[config.mk]
export PLATFORM = sky130hd
export DESIGN_NAME = proxy_v2_header_parser_unit
export DESIGN_NICKNAME = d
export VERILOG_FILES = /design/src/sv/pv2hp_pkg.sv /design/src/sv/pv2hp_core.sv /design/src/sv/proxy_v2_header_parser_unit.sv
export SDC_FILE = /design/constraint.sdc
export NUM_CORES = 1
export LEC_CHECK = 0
export ABC_AREA = 1
export BUFFER_PORTS_ARGS = -buffer_cell sky130_fd_sc_hd__buf_2
export CAP_MARGIN = 15
export CORE_MARGIN = 8
export CORE_UTILIZATION = 40
export DETAILED_ROUTE_END_ITERATION = 10
export HOLD_SLACK_MARGIN = 0.02
export PLACE_DENSITY = 0.66
export SYNTH_ARGS = -nofsm -noshare
export SYNTH_HDL_FRONTEND = slang
export SYNTH_SLANG_ARGS = --single-unit
[constraint.sdc]
create_clock -name aclk -period 6.1 [get_ports aclk]
set_clock_uncertainty 0.05 [all_clocks]
set_input_delay 0.305 -clock aclk [delete_from_list [all_inputs] [get_ports aclk]]
set_output_delay 0.305 -clock aclk [all_outputs]
set_load 0.02 [all_outputs]
[src/sv/pv2hp_pkg.sv]
// Shared types, codes and lookup functions for the PROXY v2 header parser.
package pv2hp_pkg;

    localparam int MAX_HEADER_BYTES = 1024;
    localparam int OFF_W            = $clog2(MAX_HEADER_BYTES + 1);

    localparam int S_TDATA_W = 8;
    localparam int M_TDATA_W = 120;
    localparam int M_TUSER_W = 5;

    localparam logic [4:0] TAG_SIG        = 5'd0;
    localparam logic [4:0] TAG_VERCMD     = 5'd1;
    localparam logic [4:0] TAG_FAMILY     = 5'd2;
    localparam logic [4:0] TAG_LENGTH     = 5'd3;
    localparam logic [4:0] TAG_SRC_ADDR   = 5'd4;
    localparam logic [4:0] TAG_DST_ADDR   = 5'd5;
    localparam logic [4:0] TAG_SRC_PORT   = 5'd6;
    localparam logic [4:0] TAG_DST_PORT   = 5'd7;
    localparam logic [4:0] TAG_UNIX       = 5'd8;
    localparam logic [4:0] TAG_TLV_TYPE   = 5'd9;
    localparam logic [4:0] TAG_TLV_LEN    = 5'd10;
    localparam logic [4:0] TAG_TLV_VALUE  = 5'd11;
    localparam logic [4:0] TAG_SSL_CLIENT = 5'd12;
    localparam logic [4:0] TAG_SSL_VERIFY = 5'd13;
    localparam logic [4:0] TAG_SUB_TYPE   = 5'd14;
    localparam logic [4:0] TAG_SUB_LEN    = 5'd15;
    localparam logic [4:0] TAG_SUB_VALUE  = 5'd16;
    localparam logic [4:0] TAG_TRAILING   = 5'd17;
    localparam logic [4:0] TAG_IGNORED    = 5'd18;

    localparam logic [3:0] ST_OK      = 4'd0;
    localparam logic [3:0] ST_SHORT   = 4'd1;
    localparam logic [3:0] ST_V1      = 4'd2;
    localparam logic [3:0] ST_SIG     = 4'd3;
    localparam logic [3:0] ST_VERSION = 4'd4;
    localparam logic [3:0] ST_LOCAL   = 4'd5;
    localparam logic [3:0] ST_COMMAND = 4'd6;
    localparam logic [3:0] ST_UNSPEC  = 4'd7;
    localparam logic [3:0] ST_FAMILY  = 4'd8;
    localparam logic [3:0] ST_LENGTH  = 4'd9;
    localparam logic [3:0] ST_TRUNC   = 4'd10;
    localparam logic [3:0] ST_TLV     = 4'd11;

    localparam logic [2:0] PH_TYPE   = 3'd0;
    localparam logic [2:0] PH_LEN_HI = 3'd1;
    localparam logic [2:0] PH_LEN_LO = 3'd2;
    localparam logic [2:0] PH_VALUE  = 3'd3;
    localparam logic [2:0] PH_CLIENT = 3'd4;
    localparam logic [2:0] PH_VERIFY = 3'd5;
    localparam logic [2:0] PH_DEAD   = 3'd6;
    localparam logic [2:0] PH_SUBS   = 3'd7;

    localparam logic [1:0] SP_TYPE   = 2'd0;
    localparam logic [1:0] SP_LEN_HI = 2'd1;
    localparam logic [1:0] SP_LEN_LO = 2'd2;
    localparam logic [1:0] SP_VALUE  = 2'd3;

    localparam logic [7:0] SSL_TLV_TYPE = 8'h20;

    typedef struct packed {
        logic [4:0]  byte_tag;
        logic [7:0]  tlv_kind;
        logic [7:0]  sub_kind;
        logic        end_of_input;
        logic [3:0]  status;
        logic [2:0]  protocol;
        logic [15:0] source_port;
        logic [15:0] destination_port;
        logic [31:0] source_ipv4;
        logic [31:0] destination_ipv4;
    } result_t;

    function automatic logic [7:0] sig_byte(input logic [3:0] idx);
        logic [7:0] b;
        unique case (idx)
            4'd0:    b = 8'h0D;
            4'd1:    b = 8'h0A;
            4'd2:    b = 8'h0D;
            4'd3:    b = 8'h0A;
            4'd4:    b = 8'h00;
            4'd5:    b = 8'h0D;
            4'd6:    b = 8'h0A;
            4'd7:    b = 8'h51;
            4'd8:    b = 8'h55;
            4'd9:    b = 8'h49;
            4'd10:   b = 8'h54;
            4'd11:   b = 8'h0A;
            default: b = 8'h00;
        endcase
        return b;
    endfunction

    function automatic logic [7:0] v1_byte(input logic [3:0] idx);
        logic [7:0] b;
        unique case (idx)
            4'd0:    b = 8'h50;
            4'd1:    b = 8'h52;
            4'd2:    b = 8'h4F;
            4'd3:    b = 8'h58;
            4'd4:    b = 8'h59;
            4'd5:    b = 8'h20;
            4'd6:    b = 8'h54;
            4'd7:    b = 8'h43;
            4'd8:    b = 8'h50;
            default: b = 8'h00;
        endcase
        return b;
    endfunction

endpackage

[src/sv/pv2hp_core.sv]
// Parser state registers and the per-byte tagging and field collection logic.
module pv2hp_core (
    input  logic                   aclk,
    input  logic                   aresetn,
    input  logic                   step,
    input  logic [7:0]             data_byte,
    input  logic                   last_byte,
    output pv2hp_pkg::result_t     result
);

    localparam int OFF_W = pv2hp_pkg::OFF_W;
    localparam logic [OFF_W-1:0] MAX_OFF = OFF_W'(pv2hp_pkg::MAX_HEADER_BYTES);

    logic [OFF_W-1:0] off_reg, off_next;
    logic [3:0]       err_reg, err_next;
    logic             v1_reg, v1_next;
    logic             sigm_reg, sigm_next;
    logic [2:0]       fam_reg, fam_next;
    logic [7:0]       abytes_reg, abytes_next;
    logic [15:0]      ext_len_reg, ext_len_next;
    logic [15:0]      sport_reg, sport_next;
    logic [15:0]      dport_reg, dport_next;
    logic [31:0]      saddr_reg, saddr_next;
    logic [31:0]      daddr_reg, daddr_next;
    logic [2:0]       tlv_ph_reg, tlv_ph_next;
    logic [7:0]       tlv_type_reg, tlv_type_next;
    logic [15:0]      tlv_rem_reg, tlv_rem_next;
    logic [1:0]       sub_ph_reg, sub_ph_next;
    logic [7:0]       sub_type_reg, sub_type_next;
    logic [15:0]      sub_rem_reg, sub_rem_next;

    always_comb begin
        logic [16:0]      ext_end;
        logic [16:0]      off17;
        logic [OFF_W-1:0] r;
        logic [7:0]       half;
        logic [8:0]       two_half;
        logic             is_v4;
        logic [15:0]      len16;
        logic [15:0]      tcnt;
        logic [15:0]      scnt;
        logic             do_dec;
        logic [4:0]       tag;
        logic [7:0]       kind;
        logic [7:0]       sub;
        logic [3:0]       status;

        off_next      = off_reg;
        err_next      = err_reg;
        v1_next       = v1_reg;
        sigm_next     = sigm_reg;
        fam_next      = fam_reg;
        abytes_next   = abytes_reg;
        ext_len_next  = ext_len_reg;
        sport_next    = sport_reg;
        dport_next    = dport_reg;
        saddr_next    = saddr_reg;
        daddr_next    = daddr_reg;
        tlv_ph_next   = tlv_ph_reg;
        tlv_type_next = tlv_type_reg;
        tlv_rem_next  = tlv_rem_reg;
        sub_ph_next   = sub_ph_reg;
        sub_type_next = sub_type_reg;
        sub_rem_next  = sub_rem_reg;

        tag      = pv2hp_pkg::TAG_IGNORED;
        kind     = 8'd0;
        sub      = 8'd0;
        status   = pv2hp_pkg::ST_OK;
        ext_end  = 17'd16 + {1'b0, ext_len_reg};
        off17    = 17'(off_reg);
        r        = off_reg - OFF_W'(16);
        half     = 8'((abytes_reg - 8'd4) >> 1);
        two_half = {half, 1'b0};
        is_v4    = (fam_reg == 3'd1) || (fam_reg == 3'd2);
        len16    = {tlv_rem_reg[15:8], data_byte};
        tcnt     = tlv_rem_reg;
        scnt     = sub_rem_reg;
        do_dec   = 1'b0;

        if (step && (off_reg < MAX_OFF)) begin
            off_next = off_reg + OFF_W'(1);
            if (off_reg < OFF_W'(12)) begin
                tag = pv2hp_pkg::TAG_SIG;
                if (data_byte != pv2hp_pkg::sig_byte(off_reg[3:0])) begin
                    sigm_next = 1'b0;
                end
                if (off_reg < OFF_W'(9) && data_byte != pv2hp_pkg::v1_byte(off_reg[3:0])) begin
                    v1_next = 1'b0;
                end
            end else if (off_reg == OFF_W'(12)) begin
                tag = pv2hp_pkg::TAG_VERCMD;
                if (err_reg == pv2hp_pkg::ST_OK) begin
                    priority if (data_byte[7:4] != 4'h2) begin
                        err_next = pv2hp_pkg::ST_VERSION;
                    end else if (data_byte[3:0] == 4'h0) begin
                        err_next = pv2hp_pkg::ST_LOCAL;
                    end else if (data_byte[3:0] != 4'h1) begin
                        err_next = pv2hp_pkg::ST_COMMAND;
                    end
                end
            end else if (off_reg == OFF_W'(13)) begin
                tag = pv2hp_pkg::TAG_FAMILY;
                unique case (data_byte)
                    8'h11: begin fam_next = 3'd1; abytes_next = 8'd12;  end
                    8'h12: begin fam_next = 3'd2; abytes_next = 8'd12;  end
                    8'h21: begin fam_next = 3'd3; abytes_next = 8'd36;  end
                    8'h22: begin fam_next = 3'd4; abytes_next = 8'd36;  end
                    8'h31: begin fam_next = 3'd5; abytes_next = 8'd216; end
                    8'h32: begin fam_next = 3'd6; abytes_next = 8'd216; end
                    default: begin fam_next = 3'd0; abytes_next = 8'd0; end
                endcase
                if (err_reg == pv2hp_pkg::ST_OK) begin
                    if (data_byte == 8'h00) begin
                        err_next = pv2hp_pkg::ST_UNSPEC;
                    end else if (fam_next == 3'd0) begin
                        err_next = pv2hp_pkg::ST_FAMILY;
                    end
                end
            end else if (off_reg == OFF_W'(14)) begin
                tag          = pv2hp_pkg::TAG_LENGTH;
                ext_len_next = {data_byte, 8'h00};
            end else if (off_reg == OFF_W'(15)) begin
                tag          = pv2hp_pkg::TAG_LENGTH;
                ext_len_next = {ext_len_reg[15:8], data_byte};
                if (ext_len_next < {8'h00, abytes_reg} && err_reg == pv2hp_pkg::ST_OK) begin
                    err_next = pv2hp_pkg::ST_LENGTH;
                end
            end else if (!sigm_reg || (err_reg != pv2hp_pkg::ST_OK
                                       && err_reg != pv2hp_pkg::ST_TLV)) begin
                tag = pv2hp_pkg::TAG_IGNORED;
            end else if (off17 >= ext_end) begin
                tag = pv2hp_pkg::TAG_TRAILING;
            end else if (r < OFF_W'(abytes_reg)) begin
                if (fam_reg >= 3'd5) begin
                    tag = pv2hp_pkg::TAG_UNIX;
                end else if (r < OFF_W'(half)) begin
                    tag = pv2hp_pkg::TAG_SRC_ADDR;
                    if (is_v4) begin
                        saddr_next = {saddr_reg[23:0], data_byte};
                    end
                end else if (r < OFF_W'(two_half)) begin
                    tag = pv2hp_pkg::TAG_DST_ADDR;
                    if (is_v4) begin
                        daddr_next = {daddr_reg[23:0], data_byte};
                    end
                end else if (r < OFF_W'(two_half) + OFF_W'(2)) begin
                    tag        = pv2hp_pkg::TAG_SRC_PORT;
                    sport_next = {sport_reg[7:0], data_byte};
                end else begin
                    tag        = pv2hp_pkg::TAG_DST_PORT;
                    dport_next = {dport_reg[7:0], data_byte};
                end
            end else begin
                unique case (tlv_ph_reg)
                    pv2hp_pkg::PH_TYPE: begin
                        if (ext_end - off17 < 17'd4) begin
                            if (err_reg == pv2hp_pkg::ST_OK) begin
                                err_next = pv2hp_pkg::ST_TLV;
                            end
                            tlv_ph_next = pv2hp_pkg::PH_DEAD;
                        end else begin
                            tag           = pv2hp_pkg::TAG_TLV_TYPE;
                            kind          = data_byte;
                            tlv_type_next = data_byte;
                            tlv_ph_next   = pv2hp_pkg::PH_LEN_HI;
                        end
                    end
                    pv2hp_pkg::PH_LEN_HI: begin
                        tag          = pv2hp_pkg::TAG_TLV_LEN;
                        kind         = tlv_type_reg;
                        tlv_rem_next = {data_byte, 8'h00};
                        tlv_ph_next  = pv2hp_pkg::PH_LEN_LO;
                    end
                    pv2hp_pkg::PH_LEN_LO: begin
                        tag          = pv2hp_pkg::TAG_TLV_LEN;
                        kind         = tlv_type_reg;
                        tlv_rem_next = len16;
                        if (len16 == 16'd0 || {1'b0, len16} > ext_end - off17 - 17'd1) begin
                            if (err_reg == pv2hp_pkg::ST_OK) begin
                                err_next = pv2hp_pkg::ST_TLV;
                            end
                            tlv_ph_next = pv2hp_pkg::PH_DEAD;
                        end else begin
                            tlv_ph_next  = (tlv_type_reg == pv2hp_pkg::SSL_TLV_TYPE)
                                           ? pv2hp_pkg::PH_CLIENT : pv2hp_pkg::PH_VALUE;
                            sub_ph_next  = pv2hp_pkg::SP_TYPE;
                            sub_rem_next = 16'd0;
                        end
                    end
                    pv2hp_pkg::PH_VALUE: begin
                        tag    = pv2hp_pkg::TAG_TLV_VALUE;
                        do_dec = 1'b1;
                    end
                    pv2hp_pkg::PH_CLIENT: begin
                        tag          = pv2hp_pkg::TAG_SSL_CLIENT;
                        tlv_ph_next  = pv2hp_pkg::PH_VERIFY;
                        sub_rem_next = 16'd4;
                        do_dec       = 1'b1;
                    end
                    pv2hp_pkg::PH_VERIFY: begin
                        tag = pv2hp_pkg::TAG_SSL_VERIFY;
                        if (scnt != 16'd0) begin
                            scnt = scnt - 16'd1;
                        end
                        sub_rem_next = scnt;
                        if (scnt == 16'd0) begin
                            tlv_ph_next = pv2hp_pkg::PH_SUBS;
                            sub_ph_next = pv2hp_pkg::SP_TYPE;
                        end
                        do_dec = 1'b1;
                    end
                    pv2hp_pkg::PH_SUBS: begin
                        unique case (sub_ph_reg)
                            pv2hp_pkg::SP_TYPE: begin
                                tag           = pv2hp_pkg::TAG_SUB_TYPE;
                                sub_type_next = data_byte;
                                sub_ph_next   = pv2hp_pkg::SP_LEN_HI;
                            end
                            pv2hp_pkg::SP_LEN_HI: begin
                                tag          = pv2hp_pkg::TAG_SUB_LEN;
                                sub_rem_next = {data_byte, 8'h00};
                                sub_ph_next  = pv2hp_pkg::SP_LEN_LO;
                            end
                            pv2hp_pkg::SP_LEN_LO: begin
                                tag          = pv2hp_pkg::TAG_SUB_LEN;
                                sub_rem_next = {sub_rem_reg[15:8], data_byte};
                                sub_ph_next  = (sub_rem_next != 16'd0)
                                               ? pv2hp_pkg::SP_VALUE : pv2hp_pkg::SP_TYPE;
                            end
                            default: begin
                                tag = pv2hp_pkg::TAG_SUB_VALUE;
                                if (scnt != 16'd0) begin
                                    scnt = scnt - 16'd1;
                                end
                                sub_rem_next = scnt;
                                if (scnt == 16'd0) begin
                                    sub_ph_next = pv2hp_pkg::SP_TYPE;
                                end
                            end
                        endcase
                        sub    = sub_type_next;
                        do_dec = 1'b1;
                    end
                    default: begin
                        tag = pv2hp_pkg::TAG_IGNORED;
                    end
                endcase
                if (do_dec) begin
                    kind = tlv_type_reg;
                    if (tcnt != 16'd0) begin
                        tcnt = tcnt - 16'd1;
                    end
                    tlv_rem_next = tcnt;
                    if (tcnt == 16'd0) begin
                        tlv_ph_next  = pv2hp_pkg::PH_TYPE;
                        sub_ph_next  = pv2hp_pkg::SP_TYPE;
                        sub_rem_next = 16'd0;
                    end
                end
            end
        end

        priority if (off_next < OFF_W'(16)) begin
            status = pv2hp_pkg::ST_SHORT;
        end else if (v1_next) begin
            status = pv2hp_pkg::ST_V1;
        end else if (!sigm_next) begin
            status = pv2hp_pkg::ST_SIG;
        end else if (err_next != pv2hp_pkg::ST_OK && err_next != pv2hp_pkg::ST_TLV) begin
            status = err_next;
        end else if (17'd16 + {1'b0, ext_len_next} > 17'(off_next)) begin
            status = pv2hp_pkg::ST_TRUNC;
        end else begin
            status = err_next;
        end

        result.byte_tag     = tag;
        result.tlv_kind     = kind;
        result.sub_kind     = sub;
        result.end_of_input = last_byte;
        if (last_byte) begin
            result.status           = status;
            result.protocol         = (fam_next != 3'd0) ? (fam_next - 3'd1) : 3'd0;
            result.source_port      = sport_next;
            result.destination_port = dport_next;
            result.source_ipv4      = saddr_next;
            result.destination_ipv4 = daddr_next;
        end else begin
            result.status           = pv2hp_pkg::ST_OK;
            result.protocol         = 3'd0;
            result.source_port      = 16'd0;
            result.destination_port = 16'd0;
            result.source_ipv4      = 32'd0;
            result.destination_ipv4 = 32'd0;
        end
    end

    always_ff @(posedge aclk) begin
        if (!aresetn || (step && last_byte)) begin
            off_reg      <= '0;
            err_reg      <= pv2hp_pkg::ST_OK;
            v1_reg       <= 1'b1;
            sigm_reg     <= 1'b1;
            fam_reg      <= 3'd0;
            abytes_reg   <= 8'd0;
            ext_len_reg  <= 16'd0;
            sport_reg    <= 16'd0;
            dport_reg    <= 16'd0;
            saddr_reg    <= 32'd0;
            daddr_reg    <= 32'd0;
            tlv_ph_reg   <= pv2hp_pkg::PH_TYPE;
            tlv_type_reg <= 8'd0;
            tlv_rem_reg  <= 16'd0;
            sub_ph_reg   <= pv2hp_pkg::SP_TYPE;
            sub_type_reg <= 8'd0;
            sub_rem_reg  <= 16'd0;
        end else if (step) begin
            off_reg      <= off_next;
            err_reg      <= err_next;
            v1_reg       <= v1_next;
            sigm_reg     <= sigm_next;
            fam_reg      <= fam_next;
            abytes_reg   <= abytes_next;
            ext_len_reg  <= ext_len_next;
            sport_reg    <= sport_next;
            dport_reg    <= dport_next;
            saddr_reg    <= saddr_next;
            daddr_reg    <= daddr_next;
            tlv_ph_reg   <= tlv_ph_next;
            tlv_type_reg <= tlv_type_next;
            tlv_rem_reg  <= tlv_rem_next;
            sub_ph_reg   <= sub_ph_next;
            sub_type_reg <= sub_type_next;
            sub_rem_reg  <= sub_rem_next;
        end
    end

endmodule

[src/sv/proxy_v2_header_parser_unit.sv]
// Top level: input register, header parser core and result register.
//
// Usage: received header bytes enter on the s_ channel, one per transfer,
// with s_tlast on the final byte. Every accepted byte yields exactly one
// result transfer on the m_ channel: m_tuser carries the role tag of the
// byte, m_tdata the enclosing TLV and sub-TLV types, and on the tlast
// transfer also the status, protocol, ports and IPv4 addresses of the
// header. After a tlast byte the parser starts afresh for the next header.
// An accepted byte is held in the input register and parsed from there into
// the result register, which drives its result transfer. An input register
// and a result register bracket a single pass of logic, so one byte is
// taken every cycle while the result side keeps up.
// When the receiver stalls, the result is held in its register and one more
// byte can still be taken into the input register; s_tready then drops
// until the result moves on. Reset (aresetn low, synchronous) empties both
// registers and returns the parser to the start of a header.
module proxy_v2_header_parser_unit (
    input  logic                            aclk,
    input  logic                            aresetn,
    input  logic                            s_tvalid,
    output logic                            s_tready,
    input  logic [pv2hp_pkg::S_TDATA_W-1:0] s_tdata,  // [7:0] data_byte
    input  logic                            s_tlast,  // last_byte
    output logic                            m_tvalid,
    input  logic                            m_tready,
    // [7:0] tlv_kind, [15:8] sub_kind, [19:16] status, [22:20] protocol,
    // [38:23] source_port, [54:39] destination_port, [86:55] source_ipv4,
    // [118:87] destination_ipv4, [119] zero
    output logic [pv2hp_pkg::M_TDATA_W-1:0] m_tdata,
    output logic [pv2hp_pkg::M_TUSER_W-1:0] m_tuser,  // [4:0] byte_tag
    output logic                            m_tlast   // end_of_input
);

    logic               in_vld_reg;
    logic [7:0]         in_byte_reg;
    logic               in_last_reg;
    logic               out_vld_reg;
    pv2hp_pkg::result_t out_reg;
    pv2hp_pkg::result_t res;
    logic               advance;
    logic               fire;

    assign advance  = !out_vld_reg || m_tready;
    assign fire     = in_vld_reg && advance;
    assign s_tready = !in_vld_reg || advance;

    pv2hp_core u_core (
        .aclk      (aclk),
        .aresetn   (aresetn),
        .step      (fire),
        .data_byte (in_byte_reg),
        .last_byte (in_last_reg),
        .result    (res)
    );

    always_ff @(posedge aclk) begin
        if (!aresetn) begin
            in_vld_reg <= 1'b0;
        end else if (s_tvalid && s_tready) begin
            in_vld_reg <= 1'b1;
        end else if (fire) begin
            in_vld_reg <= 1'b0;
        end
    end

    always_ff @(posedge aclk) begin
        if (s_tvalid && s_tready) begin
            in_byte_reg <= s_tdata[7:0];
            in_last_reg <= s_tlast;
        end
    end

    always_ff @(posedge aclk) begin
        if (!aresetn) begin
            out_vld_reg <= 1'b0;
        end else if (advance) begin
            out_vld_reg <= in_vld_reg;
        end
    end

    always_ff @(posedge aclk) begin
        if (fire) begin
            out_reg <= res;
        end
    end

    assign m_tvalid = out_vld_reg;
    assign m_tuser  = out_reg.byte_tag;
    assign m_tlast  = out_reg.end_of_input;
    assign m_tdata  = {1'b0,
                       out_reg.destination_ipv4,
                       out_reg.source_ipv4,
                       out_reg.destination_port,
                       out_reg.source_port,
                       out_reg.protocol,
                       out_reg.status,
                       out_reg.sub_kind,
                       out_reg.tlv_kind};

    a_hold_input: assert property (@(posedge aclk) disable iff (!aresetn)
        in_vld_reg && !advance |=> in_vld_reg && $stable(in_byte_reg) && $stable(in_last_reg))
        else $error("input register lost a waiting byte");

    a_fields_at_end: assert property (@(posedge aclk) disable iff (!aresetn)
        m_tvalid && !m_tlast |-> out_reg.status == pv2hp_pkg::ST_OK
                                 && out_reg.protocol == 3'd0
                                 && out_reg.source_ipv4 == 32'd0)
        else $error("header fields reported before the last byte");

    a_tag_range: assert property (@(posedge aclk) disable iff (!aresetn)
        m_tvalid |-> m_tuser <= pv2hp_pkg::TAG_IGNORED)
        else $error("byte tag out of range");

    a_sig_no_kind: assert property (@(posedge aclk) disable iff (!aresetn)
        m_tvalid && m_tuser == pv2hp_pkg::TAG_SIG |-> out_reg.tlv_kind == 8'd0
                                                      && out_reg.sub_kind == 8'd0)
        else $error("signature byte carries a TLV type");

endmodule

==> results by stage <==
Setup path:
- The startpoint type of the worst setup path is a register.
- The worst setup path is of the reg2reg kind.
- The largest single stage delay on the critical path is 0.42 ns.
- The required time of the critical path is 6.31 ns.
- Measured in cells, the most critical reg-to-reg path has a length of 38.
- The cell that appears most often on the critical path is nand2_1.
- The worst setup path is captured at a register.
- On the critical path, the stage with the largest delay is an instance of ha_1.
- The critical path's top delay family is simple AND/OR/NAND/NOR gates.
- Counting buffers and inverters, the worst setup path is 38 cells deep.
- Of all nets on the critical path, the largest fanout is 6.
- The critical path contains buffers and inverters numbering 0 combined.
- Data arrives at the worst endpoint at 5.33 ns.

STA:
- Setup repair after global routing left no endpoint under its margin.
- Dividing the final minimum period by the clock period gives 0.840.
- At the pin with the least slew margin, the transition time is 1.04 ns.
- Once routing completed, OpenROAD measured the worst setup slack at 0.975 ns.
- The count of endpoints failing hold in the final timing report came to 0.
- The number of max-slew violations in the final report is 0.
- Subtracting the final worst setup slack from the clock period gives 5.12 ns.
- Static timing analysis puts the maximum clock frequency at 0.195 GHz.
- Summed over all failing endpoints, the final setup total negative slack is 0 ns.
- Measured against its own limit, the worst slew margin works out to 0.305.
- The final setup violation count is 0.

Power and ir drop:
- The design draws 5.04 mW.
- Across the VDD grid, the largest voltage drop is 0.180 mV.
- The analysis attributes to cell leakage a power of 9.11 nW.
- The power density of the placed cells is 239 nW/um^2.

Clocking:
- The clock drives 338 sinks.
- TritonCTS built the clock tree.
- No sink is reached through more buffers than the 3 on the longest clock path.
- The clock-pin slew of the registers on the worst-case setup and hold paths is 0.06 ns.
- After clock tree synthesis, the repair step resized 0 gates.
- The clock reaches the later pin of the worst-skew pair after 0.56 ns.
- The clock tree root driver cell is clkbuf_16.
- The total CTS buffers is 37.
- CTS built an H-tree with a depth of 2.

Global routing:
- The via count of the first global-routing pass is 15,300.
- Entering global routing, the biggest net connects 98 pins.
- In the global route stage, overall resource usage came out at 0.187.
- The first global-routing pass estimated 81,400 um of wire.
- The number of antenna violations at the first check in global routing came to 0.
- For this run the aggregate overflow at the end of global routing stands at 0.

Floorplanning:
- 141 I/O pins were placed.
- The standard cell core area is 45,400 sq um.
- The die boundary height is 230 um.
- The initialized floorplan defines 78 standard-cell rows.
- The die is 230 um wide.
- The die area is 53,100 sq um.
- The effective utilization at floorplan is 0.405.

Synthesis:
- For this run, the number of Yosys warnings is 0.
- By area the synthesized netlist is led by dfxtp_1, edfxtp_1, nor2_1.
- Synthesis handed over a netlist of 2,281 instances.
- The average instance in the mapped netlist occupies 8.07 sq um.
- The sequential share of the synthesized area is 0.441.
- The most area-hungry cell type in the Yosys netlist is dfxtp_1.
- The async set-or-reset flop fraction in the synthesized netlist is 0.
- The share of the synthesized area in the top cell type is 0.222.
- The number of distinct standard cells referenced by the synthesized netlist is 67.
- The total nets after synthesis is 2,383.
- The commonest register cell after synthesis is dfxtp_1.
- The netlist area before placement is 18,400 sq um.
- After synthesis the netlist holds a flip-flop and latch count of 338.
- Yosys mapped a number of flops with a built-in enable equal to 134.

Final layout:
- The filler cells instantiated in the layout total 4,402.
- In the final layout, the share of cells above drive strength 1 is 0.144.
- The flip-flop and latch area is 8110 sq um.
- The most common cell after layout, fill and taps aside is nor2_1.
- In the layout the commonest cells are nor2_1, nand2_1, inv_1.
- Summing all multi-input logic gate instances after layout gives 8830 sq um.
- The post-layout utilization of the core is 0.465.
- The area growth from synthesis to layout is 14.8%.
- The number of flip-flops in the largest register is 119.
- The number of antenna diodes in the final layout is 0.
- The net count reported at finish is 2,524.

Place:
- The total half-perimeter wirelength after legalization and detailed placement is 37,200 um.
- During placement, the flow inserted port buffers numbering 139.
- At the end of routability-driven placement, the weighted congestion stood at 0.907.
- The pre-CTS setup slack is 1.04 ns.

Worst hold path:
- In this run the worst hold path is classified as in2reg.
- The count of cells along the worst hold path is 2.

Route:
- The routed layout has 15,900 vias.
- The detailed router finished its first iteration with 1,150 violations.
- After detailed routing, the number of vias per cell comes to 5.20.
- The routed wire length is 51,600 um.
- The first-pass iteration count of the detailed router is 7.
- The final routed DRC violation total is 0.
- The average routed wire per standard cell is 16.9 um.
- The detail route stage leaves a number of antenna-violating nets equal to 0.

Run:
- The number of maximum-capacitance constraint violations is 0.

Outcome:
- The flow ran to the end, and the final reports show no timing, DRC or antenna violations.
final timing paths:
check | start | endpoint | slack, ns
setup / recovery | u_core.ext_len_reg[4] | m_tdata[16] | 0.98
hold / removal | s_tdata[0] | in_byte_reg[0] | 0.41
setup reg to reg | u_core.ext_len_reg[4] | m_tdata[16] | 0.98
hold reg to reg | u_core.sub_rem_reg[0] | u_core.sub_rem_reg[0] | 0.42
cells in the mapped netlist (all sizes together) (2+ instances only):
cell,number
a2111o,2
a2111oi,2
a211oi,9
a21oi,131
a221oi,11
a22o,2
a22oi,5
a31oi,14
buf,16
clkbuf,61
clkinv,8
dfxtp,204
edfxtp,134
ha,88
inv,298
mux2,24
mux2i,33
nand2,386
nand3,89
nand3b,3
nand4,29
nor2,416
nor3,30
nor4,21
o211a,2
o211ai,12
o21ai,123
o21bai,3
o221ai,12
o22ai,29
o31ai,9
or2,4
xnor2,8
xor2,52
through the flow:
stage | hold slack [ns] | area [sq um] | std cells
2_1_floorplan | 0.354 | 18400 | 2281
3_3_place_gp | 0.402 | 19700 | 2969
3_5_place_dp | 0.407 | 19700 | 2969
4_1_cts | 0.378 | 21100 | 3050
5_1_grt | 0.396 | 21100 | 3051
6_report | 0.413 | 21100 | 3051
power by group:
part | total, mW | switching, mW | internal, mW
clock | 2.27 | 0.914 | 1.35
sequential | 2.41 | 0.0170 | 2.39
combinational | 0.367 | 0.267 | 0.100
final cells by class:
cell class              count  area share
clock buffers              60      0.0532
clock inverters             8     0.00563
inverters                 306      0.0546
multi-input cells        1560       0.418
flip-flops and latches    338       0.384
well taps                 600      0.0356
repair buffers            179      0.0487
per-layer routing:
layer | share of wire | global-route usage
met2 | 0.46 | 0.307
met3 | 0.059 | 0.0313
met5 | 0 | 0
met1 | 0.45 | 0.245
met4 | 0.031 | 0.0681
worst reg2reg max path: cells and delay by family, from the launching register on:
family,cells,cell delay (ns)
simple gates,28,2.50
fa+ha+maj,3,0.92
compound gates,5,0.66
flops,1,0.40
xor+xnor,2,0.30
cell families (layout without fill, tap and decap cells):
| logic type | count (synthesis) | count (layout) | synth area share |
|---|---|---|---|
| buf+inv | 383 | 553 | 0.0801 |
| xor+xnor | 60 | 60 | 0.0286 |
| compound gates | 374 | 374 | 0.121 |
| mux | 57 | 57 | 0.0326 |
| simple gates | 979 | 979 | 0.235 |
| fa+ha+maj | 89 | 89 | 0.0609 |
| flops | 338 | 338 | 0.441 |
| other cells | 1 | 1 | 0.000204 |
timing repair:
item	CTS	global route
setup buffers	0	0
hold endpoints to repair	11	0
hold buffers	13	0
(Power assumes the default switching activity.)
